==> src/rtl/core/rws_pkg.sv <==
package rws_pkg;

   // Fixed field widths
   localparam int IDX_W        = 6;
   localparam int FIT_W        = 32;
   localparam int TOT_W        = 38;
   localparam int FRAC_W       = 16;
   localparam int SRC_W        = 2;
   localparam int CNT_W        = 7;
   localparam int DEF_W        = 56;
   localparam int CSR_IDX_W    = 4;
   localparam int CSR_DATA_W   = 56;
   localparam int GENOME_MAX_W = 64;
   localparam int IDX_SPAN     = 1 << IDX_W;

   // Running sum: slice below 2^38 plus up to 64 fitness values below 2^32
   localparam int ACC_W        = 40;

   typedef enum logic [1:0] {
      KIND_LOAD   = 2'd0,
      KIND_SELECT = 2'd1,
      KIND_CLEAR  = 2'd2
   } kind_type;

   typedef enum logic [SRC_W-1:0] {
      SRC_WHEEL   = 2'd0,
      SRC_ENTRY0  = 2'd1,
      SRC_DEFAULT = 2'd2
   } src_type;

   localparam logic [CSR_IDX_W-1:0] CSR_POP_SIZE       = 4'd0;
   localparam logic [CSR_IDX_W-1:0] CSR_DEFAULT_GENOME = 4'd1;

   localparam logic [CNT_W-1:0] POP_SIZE_RESET = 7'd64;

   typedef enum logic [1:0] {
      ST_IDLE,
      ST_MUL,
      ST_WALK,
      ST_FALL
   } state_type;

   typedef struct packed {
      logic capture;
      logic init;
      logic add;
   } acc_ctl_type;

   typedef struct packed {
      logic load;
      logic clear;
      logic rd_en;
   } tab_ctl_type;

endpackage

==> src/rtl/core/rws_accum.sv <==
module rws_accum import rws_pkg::*; (
   input  logic              clock,
   input  acc_ctl_type       ctl,
   input  logic [TOT_W-1:0]  total,
   input  logic [FRAC_W-1:0] frac,
   input  logic [FIT_W-1:0]  fitness,
   output logic              hit
);

   logic [TOT_W-1:0]        total_ff;
   logic [FRAC_W-1:0]       frac_ff;
   logic [ACC_W-1:0]        acc_ff;
   logic [ACC_W-1:0]        acc_in;
   logic [TOT_W+FRAC_W-1:0] product;
   logic [ACC_W-1:0]        sum;

   // Slice product, then running sum of the live fitness values
   assign product = (TOT_W+FRAC_W)'(total_ff) * (TOT_W+FRAC_W)'(frac_ff);
   assign sum     = acc_ff + ACC_W'(fitness);
   assign hit     = ACC_W'(total_ff) < sum;

   always_comb begin
      acc_in = acc_ff;
      if (ctl.init) begin
         acc_in = ACC_W'(product[TOT_W+FRAC_W-1:FRAC_W]);
      end else if (ctl.add) begin
         acc_in = sum;
      end
   end

   // Operand hold for the select, plus the running sum register
   always_ff @(posedge clock) begin
      if (ctl.capture) begin
         total_ff <= total;
         frac_ff  <= frac;
      end
      acc_ff <= acc_in;
   end

endmodule

==> config.mk <==
export PLATFORM = sky130hd
export DESIGN_NAME = rws_accum
export DESIGN_NICKNAME = d
export VERILOG_FILES = /design/src/rtl/core/rws_pkg.sv /design/src/rtl/core/rws_accum.sv
export SDC_FILE = /design/constraint.sdc
export NUM_CORES = 2
export LEC_CHECK = 0
export CORE_MARGIN = 2
export CORE_UTILIZATION = 61
export DETAILED_ROUTE_END_ITERATION = 6
export DONT_BUFFER_PORTS = 1
export HOLD_SLACK_MARGIN = 0.1
export PLACE_DENSITY = 0.9
export REMOVE_ABC_BUFFERS = 1
export SLEW_MARGIN = 5
export SYNTH_ARGS = -nofsm -noshare
export SYNTH_HDL_FRONTEND = slang
export SYNTH_SLANG_ARGS = --single-unit
==> constraint.sdc <==
create_clock -name clock -period 6.5 [get_ports clock]
set_clock_uncertainty 0.1 [all_clocks]
set_input_delay 0.65 -clock clock [delete_from_list [all_inputs] [get_ports clock]]
set_output_delay 0.65 -clock clock [all_outputs]
set_load 0.01 [all_outputs]
==> impl_results.md <==
* Run status: finished with violations
* Failing checks: setup timing
* Type of the worst setup path: register to register
* Core Box Area at just under 0.04 sq mm
* Die area at 0.0413 sq mm
* Final routed wirelength across all metal layers at around 72 mm
* CTS Root Buffer Type: clkbuf_16
* Max incr delay on CP at 0.63 ns
* Total number of vias at approximately 20k
* Endpoints failing hold at 0
* Clock tree from TritonCTS: built
* Number of rows created at floorplan at 72
* Max_cap viols at 0
* Async S/R FF share, synth at 0%
* Number of buffers created by CTS at 9
* Total grt overflow at 0
* Final critical path time including I/O delays and setup at 7.16 ns
* Clock latency on the worst-skew pair at 0.40 ns
* Final design utilization at 70.9%
* Maximum buffer depth of the clock tree at 2
* Initial core utilization at 62.2%
* Initial antenna violation count at 4
* Die extent in y at around 200 um
* CTS H-tree lvls at 3
* Port-buffer cells at 0
* Critical path peak fanout at 6
* Worst slack after detailed placement at -0.511 ns
* Detail-routed via count per cell at 5.97
* Top-Level Pins at 91
* Slew Limit Headroom at 35.7%
* Slew Limit Fails at 0
* Mean instance size in the synthesized netlist at approximately 9.2 sq um
* Final Worst Setup Slack at -0.659 ns
* Worst hold path class: input pin to register
* Netlist area before placement at 0.0242 sq mm
* Clk sinks at 94
* Maximum clock frequency at 140 MHz
* Unrepaired setup endpoints after global routing: yes
* First-pass GRT wire length at 112 mm
* Worst endpoint data arrival time at 7.19 ns
* Worst Setup Start Kind: register
* Finished Cell Area at approximately 0.028 sq mm
* Clock transition at path regs at 0.08 ns
* Most used cell, CP: fa_1
* Setup violation total in the final timing report at 31
* Count of TritonRoute iterations in the first routing pass at 7
* Endpoint kind of the worst setup timing path: register
* Most frequently used flop master after synthesis: edfxtp_1
* CP max-delay cell: fa_1
* Detail Route Antenna Nets at 0
* Post-cts hold buffer count at 0
* Vias in the first global route at 22.6k
* Dpl cell area at 0.0262 sq mm
* Share of the cycle needed by the critical path after routing at 110%
* Cells after synthesis at 2637
* Count of state elements after synthesis at 94
* Final-stage net count at between 3k and 4k
* Part of the Yosys area used for sequential elements at 11.6%
* Required time worst endpoint at around 6.5 ns
* DRC viols at 0
* Syn. warnings at 0
* Share of layout cells above drive strength 1 at 14.1%
* Drt first-iter violations at 1743
* Worst-margin pin slew at 0.964 ns
* Die width at 203 um
* Cell variety after synth at 66
* Detailed Place HPWL at between 50 and 60 mm
* Wirelength per Cell at around 21 um
* Synth-to-Final Area Change at 14.0%
* Last weighted congestion value of the routability-driven placer at 0.919
* Number of synthesized flops with an enable pin at 92
* Global-route total usage across every layer at 35.3%
* Maximum number of pins on one net before global-route repair at 67
[logic make-up after synthesis]
group	after synthesis	synth area share (%)
buffers and inverters	693	10.8
xor gates and xnor gates	73	2.64
AOI/OAI and AO/OA	265	7.62
adders and majority gates	694	51.5
muxes	11	0.460
DFF	94	11.6
and+or+nand+nor	807	15.4
[synthesized netlist by cell type (32+ instances only)]
master / n / area, sq um
inv_1: 581 / 2180
fa_1: 502 / 10000
nand2_1: 488 / 1830
ha_1: 192 / 2400
and2_1: 188 / 1180
clkbuf_1: 105 / 394
edfxtp_1: 92 / 2760
a21oi_1: 72 / 360
a21o_1: 53 / 398
o21ai_0: 48 / 240
xor2_1: 41 / 359
xnor2_1: 32 / 280
[metrics by stage]
| step | hold slack (ns) | setup TNS [ns] | std cells |
|---|---|---|---|
| CTS | 0.228 | -0.926 | 3316 |
| floorplan | 0.415 | -1.77 | 2525 |
| finish | 0.242 | -12.52 | 3332 |
| global route | 0.227 | -18.15 | 3331 |
| detailed placement | 0.478 | -7.60 | 3258 |
| global placement | 0.440 | -2.09 | 3258 |
[layer usage]
layer / vias to the layer above / GRT usage (%) / wire length (um)
met4: 2 / 24.2 / 5850
met2: 1244 / 64.1 / 37100
met1: 9813 / 37.0 / 22400
li1: 8333 / - / -
met3: 516 / 6.86 / 6140
met5: - / 0 / 13
[registers in the layout, indices dropped and copies added (netlist names)]
name and flops:
frac_ff 16, total_ff 38, acc_ff 40
[critical path: cells and delay by family, from the launching register on]
| kind | cells | cell delay [ns] |
|---|---|---|
| multiplexers | 1 | 0.10 |
| adder cells (fa/ha/maj) | 7 | 3.46 |
| buffers and inverters | 8 | 0.95 |
| flip-flops | 1 | 0.34 |
| XOR/XNOR | 1 | 0.18 |
| AO/OA/AOI/OAI | 6 | 1.07 |
| AND/OR/NAND/NOR | 4 | 0.67 |
[what timing repair did]
item | in CTS | in global routing
pin swaps | 55 | 37
hold endpoints to repair | 0 | 0
cloned | 2 | 1
endpoints found under the setup margin | 27 | 34
resized for setup | 78 | 67
buffers inserted | 41 | 15
[cells in the final DEF, fill, tap and decap left out, types with 4 or more instances in the layout]
cell type and n:
inv_1 567, fa_1 491, nand2_1 481, buf_4 226, and2_1 181, ha_1 180
edfxtp_1 92, a21oi_1 59, a21o_1 53, o21ai_0 40, xor2_1 39, nor2_1 30
xnor2_1 29, buf_6 22, nand3_1 20, buf_12 18, o21ai_1 15, nand4_1 15
inv_2 14, nor2b_1 14, and3_1 11, fa_2 11, ha_4 11, o21bai_1 10
nand2b_1 10, mux2i_1 10, clkbuf_16 10, o21a_1 9, a21oi_4 9, and2_4 7
a21oi_2 7, or3_1 6, nand2_2 6, nor3_1 6, a31oi_1 6, o211ai_1 4
and4_1 4, a211oi_1 4, o21ai_2 4, a211o_1 4
[cell type report]
type	instances	area, sq um
diodes	3	7.51
clock buffers	9	225
clock inverters	7	88.8
fillers	2471	11300
inverters	581	2180
multi-input cells	1850	19200
flip-flops and latches	94	2800
well taps	518	648
repair buffers	270	2390
[final timing paths]
| check | slack, ns | from | cells after the start | to |
|---|---|---|---|---|
| setup reg to reg | -0.66 | frac_ff[10] | 27 | acc_ff[15] |
| setup / recovery | -0.66 | frac_ff[10] | 27 | acc_ff[15] |
| hold reg to reg | 0.49 | acc_ff[38] | 2 | acc_ff[38] |
| hold / removal | 0.24 | frac[5] | 0 | frac_ff[5] |
Power is left out: the tool's default activity adds up to more than one toggle a clock period on the data nets, which glitch-free logic cannot reach.
