**config.mk**
```make
export PLATFORM = sky130hd
export DESIGN_NAME = rws_seq
export DESIGN_NICKNAME = d
export VERILOG_FILES = /design/src/rtl/core/rws_pkg.sv /design/src/rtl/core/rws_seq.sv
export SDC_FILE = /design/constraint.sdc
export NUM_CORES = 1
export LEC_CHECK = 0
export BUFFER_PORTS_ARGS = -buffer_cell sky130_fd_sc_hd__clkbuf_2
export CORE_ASPECT_RATIO = 0.7
export CORE_MARGIN = 4
export CORE_UTILIZATION = 47
export DETAILED_ROUTE_END_ITERATION = 10
export PLACE_DENSITY = 0.91
export SYNTH_ARGS = -nofsm -noshare
export SYNTH_HDL_FRONTEND = slang
export SYNTH_SLANG_ARGS = --single-unit
```
**constraint.sdc**
```tcl
create_clock -name clock -period 13.8 [get_ports clock]
set_clock_uncertainty 0.2 [all_clocks]
set_input_delay 0.69 -clock clock [delete_from_list [all_inputs] [get_ports clock]]
set_output_delay 0.69 -clock clock [all_outputs]
set_load 0.01 [all_outputs]
```
**src/rtl/core/rws_pkg.sv**
```systemverilog
package rws_pkg;

   // Fixed field widths
   localparam int IDX_W        = 6;
   localparam int FIT_W        = 32;
   localparam int TOT_W        = 38;
   localparam int FRAC_W       = 16;
   localparam int SRC_W        = 2;
   localparam int CNT_W        = 7;
   localparam int DEF_W        = 56;
   localparam int CSR_IDX_W    = 4;
   localparam int CSR_DATA_W   = 56;
   localparam int GENOME_MAX_W = 64;
   localparam int IDX_SPAN     = 1 << IDX_W;

   // Running sum: slice below 2^38 plus up to 64 fitness values below 2^32
   localparam int ACC_W        = 40;

   typedef enum logic [1:0] {
      KIND_LOAD   = 2'd0,
      KIND_SELECT = 2'd1,
      KIND_CLEAR  = 2'd2
   } kind_type;

   typedef enum logic [SRC_W-1:0] {
      SRC_WHEEL   = 2'd0,
      SRC_ENTRY0  = 2'd1,
      SRC_DEFAULT = 2'd2
   } src_type;

   localparam logic [CSR_IDX_W-1:0] CSR_POP_SIZE       = 4'd0;
   localparam logic [CSR_IDX_W-1:0] CSR_DEFAULT_GENOME = 4'd1;

   localparam logic [CNT_W-1:0] POP_SIZE_RESET = 7'd64;

   typedef enum logic [1:0] {
      ST_IDLE,
      ST_MUL,
      ST_WALK,
      ST_FALL
   } state_type;

   typedef struct packed {
      logic capture;
      logic init;
      logic add;
   } acc_ctl_type;

   typedef struct packed {
      logic load;
      logic clear;
      logic rd_en;
   } tab_ctl_type;

endpackage

```
**src/rtl/core/rws_seq.sv**
```systemverilog
module rws_seq import rws_pkg::*; #(
   parameter int TAB_DEPTH   = 64,
   parameter int TAB_AW      = 6,
   parameter int GENOME_BITS = 56
) (
   input  logic                   clock,
   input  logic                   reset,
   input  logic                   start,
   input  logic [1:0]             kind,
   input  logic [IDX_W-1:0]       entry_index,
   input  logic [CNT_W-1:0]       pop_size,
   input  logic [DEF_W-1:0]       default_genome,
   output logic                   busy,
   output tab_ctl_type            tab_ctl,
   output logic [TAB_AW-1:0]      waddr,
   output logic [TAB_AW-1:0]      raddr,
   output acc_ctl_type            acc_ctl,
   input  logic                   hit,
   input  logic [GENOME_BITS-1:0] rd_genome,
   input  logic                   rd_valid,
   input  logic                   rd_live,
   input  logic                   last_live,
   output logic                   rsp_valid,
   output logic [GENOME_BITS-1:0] rsp_genome,
   output logic [SRC_W-1:0]       rsp_source,
   output logic [IDX_W-1:0]       rsp_index
);

   state_type              state_ff, state_in;
   logic [CNT_W-1:0]       iss_ff, iss_in;
   logic                   pend_ff, pend_in;
   logic [TAB_AW-1:0]      pend_idx_ff, pend_idx_in;

   logic                   rsp_valid_ff;
   logic [GENOME_BITS-1:0] rsp_genome_ff;
   logic [SRC_W-1:0]       rsp_source_ff;
   logic [IDX_W-1:0]       rsp_index_ff;

   logic                   emit;
   logic [GENOME_BITS-1:0] emit_genome;
   src_type                emit_source;
   logic [IDX_W-1:0]       emit_index;

   logic [CNT_W-1:0]        limit;
   logic                    index_ok;
   logic [GENOME_MAX_W-1:0] def_wide;
   logic [GENOME_BITS-1:0]  def_genome;

   assign busy     = (state_ff != ST_IDLE);
   assign waddr    = entry_index[TAB_AW-1:0];
   assign index_ok = CNT_W'(entry_index) < CNT_W'(TAB_DEPTH);
   assign limit    = (pop_size > CNT_W'(TAB_DEPTH)) ? CNT_W'(TAB_DEPTH) : pop_size;
   assign def_wide   = GENOME_MAX_W'(default_genome);
   assign def_genome = def_wide[GENOME_BITS-1:0];

   // State register and walk counters
   always_ff @(posedge clock) begin
      if (reset) begin
         state_ff <= ST_IDLE;
         pend_ff  <= 1'b0;
      end else begin
         state_ff <= state_in;
         pend_ff  <= pend_in;
      end
      iss_ff      <= iss_in;
      pend_idx_ff <= pend_idx_in;
   end

   // Sequencer: slice multiply, walk one slot a cycle, then fallback
   always_comb begin
      state_in    = state_ff;
      iss_in      = iss_ff;
      pend_in     = pend_ff;
      pend_idx_in = pend_idx_ff;
      tab_ctl     = '0;
      acc_ctl     = '0;
      raddr       = iss_ff[TAB_AW-1:0];
      emit        = 1'b0;
      emit_genome = rd_genome;
      emit_source = SRC_WHEEL;
      emit_index  = IDX_W'(pend_idx_ff);

      case (state_ff)
         ST_IDLE: begin
            if (start) begin
               case (kind)
                  KIND_LOAD: begin
                     tab_ctl.load = index_ok;
                  end
                  KIND_CLEAR: begin
                     tab_ctl.clear = 1'b1;
                  end
                  KIND_SELECT: begin
                     acc_ctl.capture = 1'b1;
                     state_in        = ST_MUL;
                  end
                  default: begin
                  end
               endcase
            end
         end

         ST_MUL: begin
            acc_ctl.init = 1'b1;
            raddr        = '0;
            pend_idx_in  = '0;
            iss_in       = '0;
            pend_in      = 1'b0;
            if (limit != '0) begin
               tab_ctl.rd_en = 1'b1;
               iss_in        = CNT_W'(1);
               pend_in       = 1'b1;
            end
            state_in = ST_WALK;
         end

         ST_WALK: begin
            acc_ctl.add = pend_ff && rd_live;
            if (pend_ff && rd_live && hit) begin
               // Wheel pick on this slot
               emit     = 1'b1;
               pend_in  = 1'b0;
               state_in = ST_IDLE;
            end else if (pend_ff) begin
               pend_in = 1'b0;
               if (iss_ff < limit) begin
                  tab_ctl.rd_en = 1'b1;
                  iss_in        = iss_ff + CNT_W'(1);
                  pend_in       = 1'b1;
                  pend_idx_in   = iss_ff[TAB_AW-1:0];
               end
            end else begin
               // Walk done without a pick: fetch slot zero for the fallback
               tab_ctl.rd_en = 1'b1;
               raddr         = '0;
               state_in      = ST_FALL;
            end
         end

         ST_FALL: begin
            emit       = 1'b1;
            emit_index = '0;
            if (last_live) begin
               emit_genome = rd_valid ? rd_genome : '0;
               emit_source = SRC_ENTRY0;
            end else begin
               emit_genome = def_genome;
               emit_source = SRC_DEFAULT;
            end
            state_in = ST_IDLE;
         end

         default: begin
            state_in = ST_IDLE;
            pend_in  = 1'b0;
         end
      endcase
   end

   // Result beat: one cycle strobe
   always_ff @(posedge clock) begin
      if (reset) begin
         rsp_valid_ff <= 1'b0;
      end else begin
         rsp_valid_ff <= emit;
      end
      if (emit) begin
         rsp_genome_ff <= emit_genome;
         rsp_source_ff <= emit_source;
         rsp_index_ff  <= emit_index;
      end
   end

   assign rsp_valid  = rsp_valid_ff;
   assign rsp_genome = rsp_genome_ff;
   assign rsp_source = rsp_source_ff;
   assign rsp_index  = rsp_index_ff;

endmodule

```
==> results of run 1 <==
registers in the layout (all words and copies together) (netlist names):
name and count:
rsp_genome 56, rsp_source 2, iss_ff 7, rsp_index 6, pend_idx_ff 6, rsp_valid 1
state_ff 2, pend_ff 1
power by group through the flow:
stage | sequential [mW] | clock (mW) | combinational (mW)
2_1_floorplan | 0.327 | 0 | 0.0971
3_3_place_gp | 0.326 | 0 | 0.154
3_5_place_dp | 0.328 | 0 | 0.163
4_1_cts | 0.323 | 0.176 | 0.164
5_1_grt | 0.325 | 0.189 | 0.180
6_report | 0.323 | 0.170 | 0.163
cell usage after synthesis, types with 3 or more instances:
library cell  number  area share
xor2_1             4      0.0096
clkbuf_1           3      0.0031
a22o_1            56        0.13
a21oi_1            7      0.0096
nor2b_1           14       0.024
nor3_1             3      0.0041
and2_1             7       0.012
nand3_1            4      0.0055
inv_1              6      0.0062
ha_1              11       0.038
dfxtp_1            4       0.022
buf_4              6       0.012
a31oi_1            3      0.0052
edfxtp_1          77        0.64
nand2_1           14       0.014
buf_2              7      0.0096
nor2_1             8      0.0083
buf_1              3      0.0031
final timing paths:
check / slack [ns] / end / start / cells past startpoint
worst min register to register: 0.34 / rsp_index[3] / pend_idx_ff[3] / 1
worst min-delay path: 0.34 / rsp_index[3] / pend_idx_ff[3] / 1
worst max-delay path: 10.58 / tab_ctl[0] / pop_size[6] / 9
worst max register to register: 11.17 / iss_ff[6] / state_ff[1] / 5
critical path, delay by kind of cell:
kind	cells	cell delay, ns
buffers and inverters	3	0.45
adders and majority gates	1	0.29
AOI/OAI and AO/OA	4	0.83
and+or+nand+nor	1	0.08
area by class of cell:
| cell class | instances | area (um2) |
|---|---|---|
| Tap cell | 98 | 123 |
| Fill cell | 553 | 2500 |
| Timing Repair Buffer | 206 | 1030 |
| Multi-Input combinational cell | 151 | 1140 |
| Clock buffer | 9 | 124 |
| Sequential cell | 81 | 2390 |
| Inverter | 7 | 26.3 |
| Clock inverter | 7 | 76.3 |
per-stage QoR:
stage / util / setup WS [ns] / instance area, um2 / cells / hold slack, ns
after CTS: 0.663 / 10.59 / 4910 / 559 / 0.344
after floorplan: - / 9.35 / 3640 / 258 / 0.284
after global routing: 0.663 / 10.39 / 4910 / 559 / 0.347
after detailed placement: 0.636 / 10.61 / 4710 / 543 / 0.319
after global placement: 0.636 / 10.68 / 4710 / 543 / 0.306
final: 0.663 / 10.58 / 4910 / 559 / 0.344
cell families (layout without fill, tap and decap cells):
logic type / count (synthesis) / in the layout
flip-flops: 81 / 81
AO/OA/AOI/OAI: 76 / 76
AND/OR/NAND/NOR: 59 / 59
buffers and inverters: 26 / 229
adder cells (fa/ha/maj): 11 / 11
XOR/XNOR: 5 / 5
layer usage:
| layer | global-route usage | share of wire | up-vias | wire length, um |
|---|---|---|---|---|
| met5 | 0 | 0 | - | 0 |
| li1 | - | - | 1399 | - |
| met4 | 0.0612 | 0.015 | 0 | 137 |
| met2 | 0.333 | 0.50 | 197 | 4640 |
| met1 | 0.222 | 0.38 | 1344 | 3530 |
| met3 | 0.0515 | 0.10 | 18 | 946 |
==> impl_results.md, run 1 <==
* Sequential share of the synthesized area at 0.657
* Critical path data arrival time at roughly 2.3 ns
* Die width at between 100 and 150 um
* Synthesized area at about 3600 um2
* Number of library cell types mapped by synthesis at 37
* Part of the power in registers at 0.492
* Last weighted congestion value of the routability-driven placer at 0.898
* Routed Antenna Nets at 0
* Most common cell after layout, fill and taps aside: clkbuf_2
* IR drop worst, VDD at 0.106 mV
* Clk sinks at 81
* Cell count after synthesis at around 260
* Crit-path max FO at 6
* Total number of vias at between 2000 and 3000
* Antenna Diode Count at 0
* Die footprint at between 9000 and 10000 um2
* Total Power Consumption at 0.656 mW
* Slowest cell on the critical path: a311oi_1
* Global-route wire length before repair at approximately 13000 um
* Transition time at the pin with the least slew margin at around 1.2 ns
* Proportion of power drawn by the clock network at 0.260
* GRT Util Overall at 0.187
* Number of violations reported at the end of detailed-routing iteration 0 at roughly 110
* Number of I/O port buffers at around 210
* Average detailed-routed wire length per instance at approximately 17 um
* Number of max-cap violations at 0
* Clock insertion delay at the later pin of the skew report at roughly 0.34 ns
* Final HPWL from detailed placement at 7120 um
* Number of buffers inserted during clock tree synthesis at 9
* Maximum number of pins on one net before global-route repair at 66
* Max incr delay on CP at 0.34 ns
* Number of hold buffers added after CTS at 0
* Count of state elements after synthesis at between 80 and 90
* Critical Path Source Type: input port
* Share of synthesized registers carrying an async set or reset at 0
* Worst Path Required at ~13 ns
* Mux contribution to synthesized area at 0
* Setup crit end kind: output pin
* Power Dens Cells at approximately 130 nW/um2
* Simple-gate area share of the yosys netlist at 0.0859
* Complex-gate fraction of the synthesized area at 0.172
* Type of the tightest min-delay check: flop to flop
* Clock-pin transition on the worst setup and hold timing paths at 0.08 ns
* Main combinational cell family by area after synthesis: compound AO/OA/AOI/OAI gates
* Setup Fix Bufs, Post-CTS at 0
* Clk root buf: clkbuf_8
* Vias/cell at 5.29
* Core outline area at 7420 um2
* Top cell by count, worst path: clkbuf_2
* H-tree level count at 3
* Post-CTS Resized at 0
* Die Span Y at 81.6 um
* Layout cell share with drive strength beyond 1 at 0.492
* Row cnt at 26
* Final routed wirelength across all metal layers at 9260 um
* Series of cell instances along the critical path: clkbuf_2, inv_1, nand2_1, ha_1, a21o_1, a31oi_1, o21ai_0, a311oi_1, clkbuf_2
* Final period utilization at 0.234
* Total congestion overflow after global routing at 0
* Switching share of total power at 0.298
* Antenna violations before repair at 0
* Number of nets in the synthesized netlist at 403
* Post-route setup TNS at 0 ns
* Number of design rule violations left after detail routing at 0
* Post-synthesis average cell area at approximately 14 um2
* Final Hold Fails at 0
* Max-slew violation count at 0
* Synth Area in XOR/XNOR at 0.0120
* Number of I/O pins at about 220
* Combinational Power Share at 0.248
* Clk buf depth at 2
* Net Switching at ~0.20 mW
* Number of setup violations in the final report at 0
* Predominant post-synthesis flop cell: edfxtp_1
* Peak clock frequency supported by timing at 310 MHz
* Headroom to the max-slew limit at 0.170
* Number of detailed-route iterations in the first pass at 4
* Category of the critical setup timing path: input port to output pin
* Effective utilization at floorplan at 0.491
* Cell Int Power at around 0.46 mW
* Setup repair after global routing missed its margin: false
* Vias in the first global route at 2747
* Leakage power summed over all cells at 2.31 nW
* Number of enable-type register cells in the synthesized netlist at 77
* TritonCTS clock tree: done
* Final net count at 601
* Status: finished clean
* Min cycle time layout at 3.22 ns
* Total number of yosys warnings at 0
* Most used cells in the layout excluding fill and tap cells: clkbuf_2 (205), edfxtp_1 (77), a22o_1 (56)
* Area grow syn2layout at 35.0%
* Area share of fa/ha/maj cells after synthesis at 0.0378
Note: power is estimated with default switching activity, not from simulation.
==> run 2, diff against run 1 <==
CORE_UTILIZATION = 43   (was 47)
PLACE_DENSITY = 0.85   (was 0.91)
clock period = 3.05 ns   (was 13.8 ns; I/O delays follow)
==> run 2 against run 1 <==
  * The flow now stops in clock tree synthesis (4_1_cts)
  * Synthesized cell count unchanged
  * Synthesized area unchanged
==> impl_results.md, run 2 <==
* Status: aborted with a tool error
* Stage at which the run stopped: clock tree synthesis (4_1_cts)
* Error message: [ERROR RSZ-0060] Max buffer count reached.
* Most used standard cell by instance count after synthesis: edfxtp_1
* Cell count after synthesis at between 200 and 300
* Synth area leaders: edfxtp_1 (64%), a22o_1 (13%), ha_1 (3.8%), nor2b_1 (2.4%), dfxtp_1 (2.2%)
* Clk buf depth at 2
* Number of library cell types mapped by synthesis at 37
* Number of enable-type register cells in the synthesized netlist at 77
* Predominant post-synthesis flop cell: edfxtp_1
* Dominant cell type by area after synthesis: edfxtp_1
* Number of nets in the synthesized netlist at 403
* Setup Fix Bufs, Post-CTS at 0
* Die Span Y at 85.0 um
* Post-CTS Resized at 0
* Die width at about 120 um
* H-tree level count at 3
* Clk root buf: clkbuf_16
* Count of state elements after synthesis at approximately 80
* Total number of yosys warnings at 0
* Effective utilization at floorplan at 0.453
* Number of I/O port buffers at about 210
* Final HPWL from detailed placement at between 7000 and 8000 um
* Number of buffers inserted during clock tree synthesis at 9
* Number of hold buffers added after CTS at between 100 and 150
* Row cnt at 27
* Post-synthesis average cell area at 14.1 um2
* Number of I/O pins at 218
* Sequential share of the synthesized area at 0.657
* Clk sinks at 81
* Last weighted congestion value of the routability-driven placer at around 0.86
* Share of synthesized registers carrying an async set or reset at 0
* Synthesized area at around 3600 um2
* Commonest cells in the synthesized netlist: edfxtp_1 (77), a22o_1 (56), nand2_1 (14), nor2b_1 (14), ha_1 (11)
* Area share of the largest cell type after synthesis at 0.635
run 2: cell counts after synthesis:
Identical to the previous run, type by type.
run 2: metrics by stage:
step / std cells / worst slack (ns) / instance area, um2
after floorplan: 258 / 0.685 / 3650
after detailed placement: 550 / 0.693 / 4790
after global placement: 550 / 0.753 / 4790
run 2: kinds of logic after synthesis:
group,count (synthesis),synth area share
and+or+nand+nor,59,0.0859
adders and majority gates,11,0.0378
AOI/OAI and AO/OA,76,0.172
buffers and inverters,26,0.0354
DFF,81,0.657
xor gates and xnor gates,5,0.0120
==> run 3, diff against run 2 <==
CORE_ASPECT_RATIO = not set   (was 0.7)
CORE_UTILIZATION = 40   (was 43)
PLACE_DENSITY = not set   (was 0.85)
PLACE_DENSITY_LB_ADDON = 0.15   (was not set)
==> run 3 against run 2 <==
  * The run now ends clean
==> impl_results.md, run 3 (synthesized netlist as in run 1, its figures left out) <==
* Routed Antenna Nets at 0
* Net Switching at slightly above 0.9 mW
* Final Instance Count excl. Fillers at just under 700
* Antenna Diode Count at 0
* Row cnt at 34
* Number of detailed-route iterations in the first pass at 4
* Critical Path Source Type: flop
* Number of setup violations in the final report at 0
* Final HPWL from detailed placement at roughly 7500 um
* Setup Fix Bufs, Post-CTS at 0
* Slowest cell on the critical path: dlygate4sd3_1
* Worst Path Required at around 3.0 ns
* Number of flip-flops in the largest register at 56
* Combinational Power Share at 0.290
* Setup repair after global routing missed its margin: false
* TritonCTS clock tree: done
* Core outline area at between 8000 and 9000 um2
* Power Dens Cells at 511 nW/um2
* Vias/cell at about 5
* Post-route setup TNS at 0 ns
* Maximum number of pins on one net before global-route repair at 50
* Cell Int Power at 2.21 mW
* Final net count at a little over 700
* Placed instance count at roughly 560
* Max incr delay on CP at between 0.5 and 0.6 ns
* Type of the tightest min-delay check: input port to flop
* Crit path buf inv count at 2
* Proportion of power drawn by the clock network at 0.247
* Global-route wire length before repair at ~17000 um
* Headroom to the max-slew limit at 0.622
* Die Span Y at between 100 and 150 um
* Number of fillers in the final layout at between 600 and 700
* Effective utilization at floorplan at 0.413
* Max-slew violation count at 0
* Clock-pin transition on the worst setup and hold timing paths at roughly 0.090 ns
* Worst path top cell family by delay: buffers and inverters
* Layout cell share with drive strength beyond 1 at 0.399
* Antenna violations before repair at 0
* Status: finished clean
* Part of the power in registers at 0.464
* Number of I/O port buffers at between 200 and 250
* Crit-path max FO at 49
* Leakage power summed over all cells at around 2.8 nW
* Most common cell after layout, fill and taps aside: clkbuf_2
* Clock insertion delay at the later pin of the skew report at 0.34 ns
* Die width at roughly 100 um
* Final Hold Fails at 0
* Total number of vias at around 3400
* Switching share of total power at 0.295
* Die footprint at about 11000 um2
* Last weighted congestion value of the routability-driven placer at 0.804
* Category of the critical setup timing path: flop to flop
* Number of I/O pins at 218
* Transition time at the pin with the least slew margin at roughly 0.56 ns
* Critical path data arrival time at between 2 and 3 ns
* Number of violations reported at the end of detailed-routing iteration 0 at between 70 and 80
* Most used cells in the layout excluding fill and tap cells: clkbuf_2 (205), dlygate4sd3_1 (115), edfxtp_1 (77)
* Number of buffers inserted during clock tree synthesis at 9
* Series of cell instances along the critical path: ha_1, nand2_2, buf_4, a22o_1, dlygate4sd3_1
* Peak clock frequency supported by timing at approximately 370 MHz
* Setup crit end kind: flop
* Final routed wirelength across all metal layers at between 10000 and 15000 um
* Number of max-cap violations at 0
* Total Power Consumption at 3.13 mW
* Post-Place Worst Slack at 0.537 ns
* Total congestion overflow after global routing at 0
* IR drop worst, VDD at slightly below 0.3 mV
* Number of design rule violations left after detail routing at 0
* Average detailed-routed wire length per instance at about 17 um
* Clk sinks at between 80 and 90
* Final period utilization at 0.875
* GRT Util Overall at 0.212
* Min cycle time layout at ~2.7 ns
* H-tree level count at 3
* Vias in the first global route at 3508
* Area grow syn2layout at 68.2%
* Final Worst Setup Slack at around 0.38 ns
* Clk root buf: clkbuf_8
* Clk buf depth at 2
run 3: tightest hold or removal path, stage by stage:
cell	delay, ns
clkbuf_2	0.09
nor3_1	0.05
a31oi_1	0.16
run 3: layer usage:
metal  vias up  track usage  share of wire
met1      1585        0.230           0.37
met3        38       0.0597          0.082
met2       168        0.373           0.51
met5         -            0              0
met4         0        0.117          0.037
li1       1637            -              -
run 3: cell type report:
type | instances | area, um2 | share of cell area
sequential | 81 | 2390 | 0.391
inverter | 7 | 26.3 | 0.00429
timing repair buffer | 326 | 2230 | 0.365
clock inverter | 7 | 70.1 | 0.0114
multi-input combinational | 151 | 1140 | 0.186
tap | 108 | 135 | 0.0221
clock buffer | 9 | 124 | 0.0202
run 3: worst paths after layout:
kind | from | slack [ns] | depth (start not counted) | end
setup / recovery | state_ff[0] | 0.38 | 5 | rsp_genome[25]
setup reg to reg | state_ff[0] | 0.38 | 5 | rsp_genome[25]
hold / removal | pop_size[1] | 0.02 | 3 | iss_ff[0]
hold reg to reg | state_ff[1] | 0.34 | 1 | state_ff[1]
run 3: timing repair:
action / CTS / global route
hold endpoints to repair: 62 / 0
resized for setup: 0 / 0
hold buffers: 115 / 0
run 3: through the flow:
stage | hold WS, ns | area, um2 | utilization
2_1_floorplan | 0.0204 | 3650 | -
3_3_place_gp | 0.105 | 4780 | 0.542
3_5_place_dp | 0.105 | 4780 | 0.542
4_1_cts | 0.00326 | 6120 | 0.695
5_1_grt | 0.0208 | 6120 | 0.695
6_report | 0.0219 | 6120 | 0.695
run 3: power by group through the flow:
stage	clock (mW)	sequential, mW	combinational [mW]
floorplan	0	1.48	0.441
global placement	0	1.47	0.742
detailed placement	0	1.48	0.752
CTS	0.794	1.45	0.902
global route	0.842	1.47	1.00
finish	0.772	1.45	0.906
==> run 4, diff against run 3 <==
REMOVE_ABC_BUFFERS = 1   (was not set)
==> run 4 against run 3 <==
  * The flow now stops in clock tree synthesis (4_1_cts)
  * Synthesized area did not move
  * Synthesized cell count did not move
==> impl_results.md, run 4 <==
* Setup Fix Bufs, Post-CTS at 0
* Dominant cell type by area after synthesis: edfxtp_1
* Clk buf depth at 2
* Area share of the largest cell type after synthesis at 0.635
* Final HPWL from detailed placement at roughly 7700 um
* Row cnt at 34
* Clk root buf: clkbuf_8
* Total number of yosys warnings at 0
* Synth area leaders: edfxtp_1 (64%), a22o_1 (13%), ha_1 (3.8%), nor2b_1 (2.4%), dfxtp_1 (2.2%)
* Post-synthesis average cell area at between 10 and 15 um2
* Number of I/O pins at about 220
* Post-CTS Resized at 0
* Die width at slightly above 100 um
* Effective utilization at floorplan at 0.413
* Number of I/O port buffers at between 200 and 250
* Number of hold buffers added after CTS at about 120
* Post-Place Worst Slack at approximately 0.60 ns
* Sequential share of the synthesized area at 0.657
* Cell count after synthesis at about 260
* Most used standard cell by instance count after synthesis: edfxtp_1
* Last weighted congestion value of the routability-driven placer at 0.880
* Number of enable-type register cells in the synthesized netlist at 77
* Error message: [ERROR RSZ-0060] Max buffer count reached.
* Number of library cell types mapped by synthesis at 37
* Clk sinks at 81
* Placed instance count at approximately 560
* Synthesized area at ~3600 um2
* Stage at which the run stopped: clock tree synthesis (4_1_cts)
* Number of buffers inserted during clock tree synthesis at 9
* Count of state elements after synthesis at 81
* Predominant post-synthesis flop cell: edfxtp_1
* Commonest cells in the synthesized netlist: edfxtp_1 (77), a22o_1 (56), nand2_1 (14), nor2b_1 (14), ha_1 (11)
* Status: aborted with a tool error
* H-tree level count at 3
* Die Span Y at approximately 100 um
* Share of synthesized registers carrying an async set or reset at 0
## run 4: cell counts after synthesis
Identical to the previous run, type by type.
## run 4: cells by family after synthesis
group,count (synthesis),synth area share
buf+inv,26,0.0354
fa+ha+maj,11,0.0378
compound gates,76,0.172
flops,81,0.657
xor+xnor,5,0.0120
simple gates,59,0.0859
## run 4: metrics by stage
stage          setup TNS (ns)  area (um2)   util
3_5_place_dp                0        4790  0.544
3_3_place_gp                0        4790  0.544
2_1_floorplan         -110.58        3540      -
